**src/rtl/core/bsw_pkg.sv**
```systemverilog
package bsw_pkg;

  localparam int MAX_KEYS    = 64;
  localparam int STORE_DEPTH = 64;
  localparam int CAPACITY    = (MAX_KEYS < STORE_DEPTH) ? MAX_KEYS : STORE_DEPTH;
  localparam int ADDR_W      = $clog2(STORE_DEPTH);
  localparam int CNT_W       = ADDR_W + 1;
  localparam int KEY_W       = 16;
  localparam int SWAP_W      = 11;

  localparam logic [CNT_W-1:0]  CAP_CNT  = CNT_W'(CAPACITY);
  localparam logic [SWAP_W-1:0] SWAP_SAT = {SWAP_W{1'b1}};

  // Steps of the control program.
  typedef enum logic [2:0] {
    ST_IDLE,
    ST_PASS_INIT,
    ST_LOAD_HELD,
    ST_CMP,
    ST_PASS_END,
    ST_OUT_RD,
    ST_OUT
  } step_t;

  typedef enum logic [1:0] {
    RD_ZERO,
    RD_POS1,
    RD_POS2
  } rd_sel_t;

  typedef enum logic [1:0] {
    WR_NONE,
    WR_KEY,
    WR_MIN,
    WR_HELD
  } wr_sel_t;

  typedef enum logic [2:0] {
    CND_NONE,
    CND_FINAL,
    CND_SORTED,
    CND_PASS_END,
    CND_OUT_LAST
  } cond_t;

  typedef struct packed {
    logic    busy;
    rd_sel_t rd_sel;
    wr_sel_t wr_sel;
    logic    ld_held;
    logic    cmp;
    logic    pos_clr;
    logic    pos_inc;
    logic    pass_inc;
    logic    emit;
    cond_t   cond;
    step_t   jump_to;
    step_t   next_step;
  } uword_t;

  // Port bundle of the key store.
  typedef struct packed {
    logic              we;
    logic [ADDR_W-1:0] waddr;
    logic [KEY_W-1:0]  wdata;
    logic [ADDR_W-1:0] raddr;
  } store_req_t;

  // Control store: one word per step.
  function automatic uword_t ucode(input step_t s);
    uword_t w;
    w           = '0;
    w.rd_sel    = RD_ZERO;
    w.wr_sel    = WR_NONE;
    w.cond      = CND_NONE;
    w.jump_to   = ST_IDLE;
    w.next_step = ST_IDLE;
    unique case (s)
      ST_IDLE: begin
        w.wr_sel    = WR_KEY;
        w.cond      = CND_FINAL;
        w.jump_to   = ST_PASS_INIT;
        w.next_step = ST_IDLE;
      end
      ST_PASS_INIT: begin
        w.busy      = 1'b1;
        w.pos_clr   = 1'b1;
        w.cond      = CND_SORTED;
        w.jump_to   = ST_OUT_RD;
        w.next_step = ST_LOAD_HELD;
      end
      ST_LOAD_HELD: begin
        w.busy      = 1'b1;
        w.ld_held   = 1'b1;
        w.rd_sel    = RD_POS1;
        w.next_step = ST_CMP;
      end
      ST_CMP: begin
        w.busy      = 1'b1;
        w.cmp       = 1'b1;
        w.wr_sel    = WR_MIN;
        w.pos_inc   = 1'b1;
        w.rd_sel    = RD_POS2;
        w.cond      = CND_PASS_END;
        w.jump_to   = ST_PASS_END;
        w.next_step = ST_CMP;
      end
      ST_PASS_END: begin
        w.busy      = 1'b1;
        w.wr_sel    = WR_HELD;
        w.pass_inc  = 1'b1;
        w.next_step = ST_PASS_INIT;
      end
      ST_OUT_RD: begin
        w.busy      = 1'b1;
        w.pos_clr   = 1'b1;
        w.next_step = ST_OUT;
      end
      ST_OUT: begin
        w.busy      = 1'b1;
        w.emit      = 1'b1;
        w.pos_inc   = 1'b1;
        w.rd_sel    = RD_POS1;
        w.cond      = CND_OUT_LAST;
        w.jump_to   = ST_IDLE;
        w.next_step = ST_OUT;
      end
      default: begin
        w.next_step = ST_IDLE;
      end
    endcase
    return w;
  endfunction

endpackage

```
**src/rtl/core/bsw_store.sv**
```systemverilog
module bsw_store (
  input  logic                       clk,
  input  bsw_pkg::store_req_t        req,
  output logic [bsw_pkg::KEY_W-1:0]  rdata
);
  import bsw_pkg::*;

  logic [KEY_W-1:0] mem [STORE_DEPTH];
  logic [KEY_W-1:0] rdata_r;

  always_ff @(posedge clk) begin
    if (req.we) begin
      mem[req.waddr] <= req.wdata;
    end
    rdata_r <= mem[req.raddr];
  end

  assign rdata = rdata_r;

endmodule

```
**src/rtl/core/bubble_sort_with_swap_count.sv**
```systemverilog
// Bubble sort with swap count.
//
// Input channel: an item is one key (in_key_in, unsigned hundredths) with
// in_final_key marking the last key of a set. An item is taken at a rising
// edge where start is high and busy is low. While loading, busy stays low,
// so keys stream in at one item per cycle. Keys past the 64-entry store are
// dropped and the run is flagged on out_dropped_keys.
// The final key starts the sort and busy rises on the next cycle. The sort
// is a short control program stepping over one store with a single write
// and a single registered read port. The compare passes run first, then
// a setup step, then one result per cycle.
// Results: each is held on the out_ ports for one cycle with out_strobe
// high; the receiver cannot stall, so no backpressure exists. The last
// result carries out_end_of_run and the swap count on out_swap_total.
// busy falls the cycle the last result is presented, so the next set may
// start loading while that result is on the ports.
// Reset (rst_n low, synchronous) empties the store logically: count, swap
// counter, overflow flag and the program step return to zero and idle.
module bubble_sort_with_swap_count (
  input  logic                        clk,
  input  logic                        rst_n,
  input  logic                        start,
  output logic                        busy,
  input  logic [bsw_pkg::KEY_W-1:0]   in_key_in,
  input  logic                        in_final_key,
  output logic                        out_strobe,
  output logic [bsw_pkg::KEY_W-1:0]   out_sorted_key,
  output logic [bsw_pkg::SWAP_W-1:0]  out_swap_total,
  output logic                        out_end_of_run,
  output logic                        out_dropped_keys
);
  import bsw_pkg::*;

  step_t             step_r, step_nxt;
  uword_t            uw;
  logic              accept;
  logic              room;
  logic              cond_true;
  logic              run_done;

  logic [CNT_W-1:0]  count_r, count_nxt;
  logic [SWAP_W-1:0] swap_r, swap_nxt;
  logic              ovf_r, ovf_nxt;
  logic [CNT_W-1:0]  pass_r, pass_nxt;
  logic [ADDR_W-1:0] pos_r, pos_nxt;
  logic [KEY_W-1:0]  held_r, held_nxt;

  logic [KEY_W-1:0]  rdata;
  logic              gt;
  store_req_t        req;
  logic [CNT_W:0]    pass_end_sum;
  logic [CNT_W-1:0]  pos_plus1;

  logic              strobe_r;
  logic [KEY_W-1:0]  key_out_r;
  logic [SWAP_W-1:0] swap_out_r;
  logic              eor_r;
  logic              drop_r;

  bsw_store u_store (
    .clk   (clk),
    .req   (req),
    .rdata (rdata)
  );

  assign uw     = ucode(step_r);
  assign busy   = uw.busy;
  assign accept = start && !uw.busy;
  assign room   = (count_r < CAP_CNT);
  assign gt     = (held_r > rdata);

  assign pos_plus1    = {1'b0, pos_r} + CNT_W'(1);
  assign pass_end_sum = {1'b0, pos_plus1} + {1'b0, pass_r};

  // Branch condition selected by the current control word.
  always_comb begin
    unique case (uw.cond)
      CND_NONE:     cond_true = 1'b0;
      CND_FINAL:    cond_true = accept && in_final_key;
      CND_SORTED:   cond_true = (pass_r >= count_r);
      CND_PASS_END: cond_true = (pass_end_sum == {1'b0, count_r});
      CND_OUT_LAST: cond_true = (pos_plus1 == count_r);
      default:      cond_true = 1'b0;
    endcase
  end

  assign run_done = uw.emit && cond_true;
  assign step_nxt = cond_true ? uw.jump_to : uw.next_step;

  // Store port steering.
  always_comb begin
    req.we    = 1'b0;
    req.waddr = pos_r;
    req.wdata = held_r;
    unique case (uw.wr_sel)
      WR_NONE: begin
        req.we = 1'b0;
      end
      WR_KEY: begin
        req.we    = accept && room;
        req.waddr = count_r[ADDR_W-1:0];
        req.wdata = in_key_in;
      end
      WR_MIN: begin
        req.we    = 1'b1;
        req.wdata = gt ? rdata : held_r;
      end
      WR_HELD: begin
        req.we    = 1'b1;
        req.wdata = held_r;
      end
      default: begin
        req.we = 1'b0;
      end
    endcase
    unique case (uw.rd_sel)
      RD_ZERO: req.raddr = '0;
      RD_POS1: req.raddr = pos_r + ADDR_W'(1);
      RD_POS2: req.raddr = pos_r + ADDR_W'(2);
      default: req.raddr = '0;
    endcase
  end

  // Datapath next values.
  always_comb begin
    count_nxt = count_r;
    swap_nxt  = swap_r;
    ovf_nxt   = ovf_r;
    pass_nxt  = pass_r;
    pos_nxt   = pos_r;
    held_nxt  = held_r;

    if (uw.wr_sel == WR_KEY && accept) begin
      if (room) begin
        count_nxt = count_r + CNT_W'(1);
      end else begin
        ovf_nxt = 1'b1;
      end
      if (in_final_key) begin
        pass_nxt = CNT_W'(1);
        swap_nxt = '0;
      end
    end

    if (uw.pass_inc) begin
      pass_nxt = pass_r + CNT_W'(1);
    end

    priority if (uw.pos_clr) begin
      pos_nxt = '0;
    end else if (uw.pos_inc) begin
      pos_nxt = pos_r + ADDR_W'(1);
    end else begin
      pos_nxt = pos_r;
    end

    // The larger of the pair rides on to the next position.
    priority if (uw.ld_held) begin
      held_nxt = rdata;
    end else if (uw.cmp) begin
      held_nxt = gt ? held_r : rdata;
    end else begin
      held_nxt = held_r;
    end

    if (uw.cmp && gt && swap_r != SWAP_SAT) begin
      swap_nxt = swap_r + SWAP_W'(1);
    end

    if (run_done) begin
      count_nxt = '0;
      swap_nxt  = '0;
      ovf_nxt   = 1'b0;
    end
  end

  always_ff @(posedge clk) begin
    if (!rst_n) begin
      step_r   <= ST_IDLE;
      count_r  <= '0;
      swap_r   <= '0;
      ovf_r    <= 1'b0;
      pass_r   <= '0;
      pos_r    <= '0;
      strobe_r <= 1'b0;
    end else begin
      step_r   <= step_nxt;
      count_r  <= count_nxt;
      swap_r   <= swap_nxt;
      ovf_r    <= ovf_nxt;
      pass_r   <= pass_nxt;
      pos_r    <= pos_nxt;
      strobe_r <= uw.emit;
    end
  end

  // Result payload registers; the held key needs no reset.
  always_ff @(posedge clk) begin
    held_r <= held_nxt;
    if (uw.emit) begin
      key_out_r  <= rdata;
      swap_out_r <= run_done ? swap_r : '0;
      eor_r      <= run_done;
      drop_r     <= ovf_r;
    end
  end

  assign out_strobe       = strobe_r;
  assign out_sorted_key   = key_out_r;
  assign out_swap_total   = swap_out_r;
  assign out_end_of_run   = eor_r;
  assign out_dropped_keys = drop_r;

endmodule

```
**config.mk**
```make
export PLATFORM = sky130hd
export DESIGN_NAME = bubble_sort_with_swap_count
export DESIGN_NICKNAME = d
export VERILOG_FILES = /design/src/rtl/core/bsw_pkg.sv /design/src/rtl/core/bsw_store.sv /design/src/rtl/core/bubble_sort_with_swap_count.sv
export SDC_FILE = /design/constraint.sdc
export NUM_CORES = 2
export LEC_CHECK = 0
export BUFFER_PORTS_ARGS = -buffer_cell sky130_fd_sc_hd__buf_4
export CAP_MARGIN = 10
export CORE_ASPECT_RATIO = 1.1
export CORE_MARGIN = 4
export CORE_UTILIZATION = 45
export CTS_CLUSTER_DIAMETER = 80
export CTS_CLUSTER_SIZE = 14
export DETAILED_ROUTE_END_ITERATION = 8
export MAX_ROUTING_LAYER = met4
export PLACE_DENSITY = 0.69
export SYNTH_ARGS = -nofsm -noshare
export SYNTH_HDL_FRONTEND = slang
export SYNTH_HIERARCHICAL = 1
export SYNTH_SLANG_ARGS = --single-unit
```
**constraint.sdc**
```tcl
create_clock -name clk -period 6.53 [get_ports clk]
set_input_delay 1.6325 -clock clk [delete_from_list [all_inputs] [get_ports clk]]
set_output_delay 1.6325 -clock clk [all_outputs]
set_load 0.01 [all_outputs]
```
==> results.cfg <==
[status]
outcome = complete, no violations

[cts]
cts.path.max_buffers = 3
cts.sinks = 1121
cts_root_buf = clkbuf_16
tritoncts = built
clk_latency_ps = 680
post_cts_buffers = 0
cts.repair.resized = 0
cts_buffers = 91
cts_hold_buf = 0
cts_htree_levels = 3
cts.reportedPaths.clkPinSlew_ps = 60

[yosys]
synth_top_cell_area_share_pct = 70.98
synth_area_mm2 = 0.04522
synth_edf_count = 1069
postSynthCellCount = 2395
ys_seq_elements = 1121
synthTopCellsByCount = edfxtp_1 (1,069), mux4_2 (220), nor2_1 (110)
synthFlopType = edfxtp_1
synth_most_common_cell = edfxtp_1
yosysUniqueCellTypes = 75
synth_top_area_cell = edfxtp_1
async_flop_share_pct = 0
synth_area_leaders = edfxtp_1 (71%), mux4_2 (11%), dfxtp_1 (2.3%)
syn_avg_cell_area_um2 = 18.88
yosysWarnings = 6
syn_nets = 2456
ys_seq_area_share_pct = 73.28

[power]
p_per_area_mw_per_mm2 = 375.7
power.leakage_uw = 0.01548
design_power_total_uw = 18820
ir_worst_vdd_mv = 0.3108

[sta]
max_freq_mhz = 196.2
tightest_slew_ps = 1302
setup_viol = 0
min_period_ps = 5096
timing.setup.tns_ps = 0
hold_viol = 0
fin_crit_sh_pct = 78.04
slew_viol_final = 0
relSlewSlack_pct = 12.30
fin_worst_skew_ps = 40.56
rsz0062_at_grt = no
layout_setup_ws_ps = 1434

[worst_setup_path]
setup.worst_path.end = u_store/mem[12][3]
r2r-end = u_store/mem[12][3]
r2r_start = step_r[1]
crit_start = step_r[1]
reg2regPathDepth = 11
cp-start-kind = flop
crit_required_ps = 6800
r2r_slack_ps = 1430
critPathCaptureType = flop
crit_type = flop to flop
arrival_ps = 5370
critPathMaxFanout = 16

[place]
dp.cells = 3712
gp_congestion = 0.9156
pre_cts_ws_ps = 1516
hpwl_mm = 66.88
numPortBuffers = 50

[floorplanning]
core_area_mm2 = 0.09932
fp.dieH_um = 340.5
row_count = 121
die-area_mm2 = 0.1056
ioPinCount = 51
die_x_um = 310.3
start_util_pct = 45.54

[global_route]
grt_pass1_wl_mm = 157.7
grt_start_max_net_pins = 78
grt_usage_pct = 20.74
antenna_found_initial = 5
grt_pass1_vias = 23531
grt_overflow = 0

[final_layout]
multiInputGateArea_mm2 = 0.01130
stdcell_count = 3843
drive_above_1_share_pct = 22.01
seq_area_mm2 = 0.03314
fillers = 7810
area_growth_pct = 10.75
final_util_pct = 50.43
nets = 2575

[detailed_routing]
drt-met1-wl_mm = 41.71
initialDrtViolationCount = 2664
routed.top_layer = met4
post-route-drc-count = 0
dr.pass1.iters = 5
wl_mm = 106.1
ant_nets = 0
wl_per_cell_um = 27.62
wl_met2_mm = 51.76
wl_met3_mm = 8.594
via_per_inst = 6.116
via_count = 23504

[job]
maxCapViolCount = 0

[hold_path]
hp-class = flop to flop
## critical path, cell delays in order, from the launching register on
cell     delay, ps
dfxtp_1        610
nor2_1         170
and2_1         330
nor2_1         240
ha_1           420
and3_1         310
and2_1         320
nor2_1          70
nor2_1         590
nor2b_1        350
nand2_1        310
nor2_2         970
## through the flow
step           hold WS, ps  instance area (µm²)
2_1_floorplan        409.0                45220
4_1_cts              471.8                50080
3_5_place_dp         457.8                47520
5_1_grt              487.8                50080
6_report             472.6                50080
3_3_place_gp         469.9                47500
## flip-flops by register name, indices dropped and copies added, names as in the netlist
register,count
held_r,16
pos_r,6
swap_r,11
out_swap_total,11
u_store/rdata,16
step_r,3
out_dropped_keys,1
out_strobe,1
out_end_of_run,1
pass_r,7
out_sorted_key,16
count_r,7
ovf_r,1
u_store/mem,1024
## layer usage
layer	vias to the layer above	track usage [%]
met3	193	3.236
met1	12245	27.75
li1	9959	-
met5	-	-
met4	0	7.546
met2	1107	32.56
## kinds of logic after synthesis
| logic type | Yosys count | synth area share, % |
|---|---|---|
| muxes | 343 | 13.91 |
| buffers and inverters | 175 | 2.285 |
| DFF | 1121 | 73.28 |
| xor gates and xnor gates | 15 | 0.2905 |
| and+or+nand+nor | 403 | 4.474 |
| adders and majority gates | 41 | 1.151 |
| AOI/OAI and AO/OA | 297 | 4.607 |
## layout by cell type, fill, tap and decap left out, drive strengths merged, types with 6 or more instances in the layout
| cell | n |
|---|---|
| a221oi | 19 |
| a211oi | 16 |
| mux4 | 224 |
| a31oi | 13 |
| a21o | 9 |
| nand4 | 24 |
| dfxtp | 52 |
| buf | 157 |
| nor2b | 35 |
| a311oi | 10 |
| and2 | 17 |
| inv | 50 |
| nand2b | 6 |
| a211o | 9 |
| nor2 | 121 |
| a221o | 6 |
| a41oi | 6 |
| o21ai | 47 |
| mux2i | 88 |
| clkbuf | 117 |
| edfxtp | 1069 |
| nand3 | 41 |
| mux2 | 31 |
| nor3 | 17 |
| nand3b | 13 |
| and3 | 12 |
| a21oi | 51 |
| ha | 40 |
| a22o | 6 |
| xnor2 | 13 |
| a22oi | 75 |
| nand2 | 97 |
## how the worst min path moves through the flow
stage	start	slack (ps)	cells after the start	to
finish	ovf_r	470	0	out_dropped_keys
detailed placement	ovf_r	460	0	out_dropped_keys
CTS	ovf_r	470	0	out_dropped_keys
global route	ovf_r	490	0	out_dropped_keys
floorplan	ovf_r	410	0	out_dropped_keys
global placement	swap_r[10]	470	2	swap_r[10]
## report_power, final
| group | leakage (µW) | switching [µW] | internal [µW] | total (µW) |
|---|---|---|---|---|
| Clock | 0.00124 | 2390 | 2600 | 4990 |
| Combinational | 0.00411 | 2960 | 1030 | 3990 |
| Sequential | 0.0101 | 194 | 9640 | 9840 |
## area by class of cell
cell class | instances | share of cell area, %
sequential | 1121 | 66.17
multi-input combinational | 1099 | 22.57
clock buffer | 117 | 4.762
tap | 1291 | 3.225
timing repair buffer | 157 | 2.578
clock inverter | 11 | 0.3498
inverter | 44 | 0.3298
antenna | 3 | 0.01499
Power figures use the tool's default switching activity.
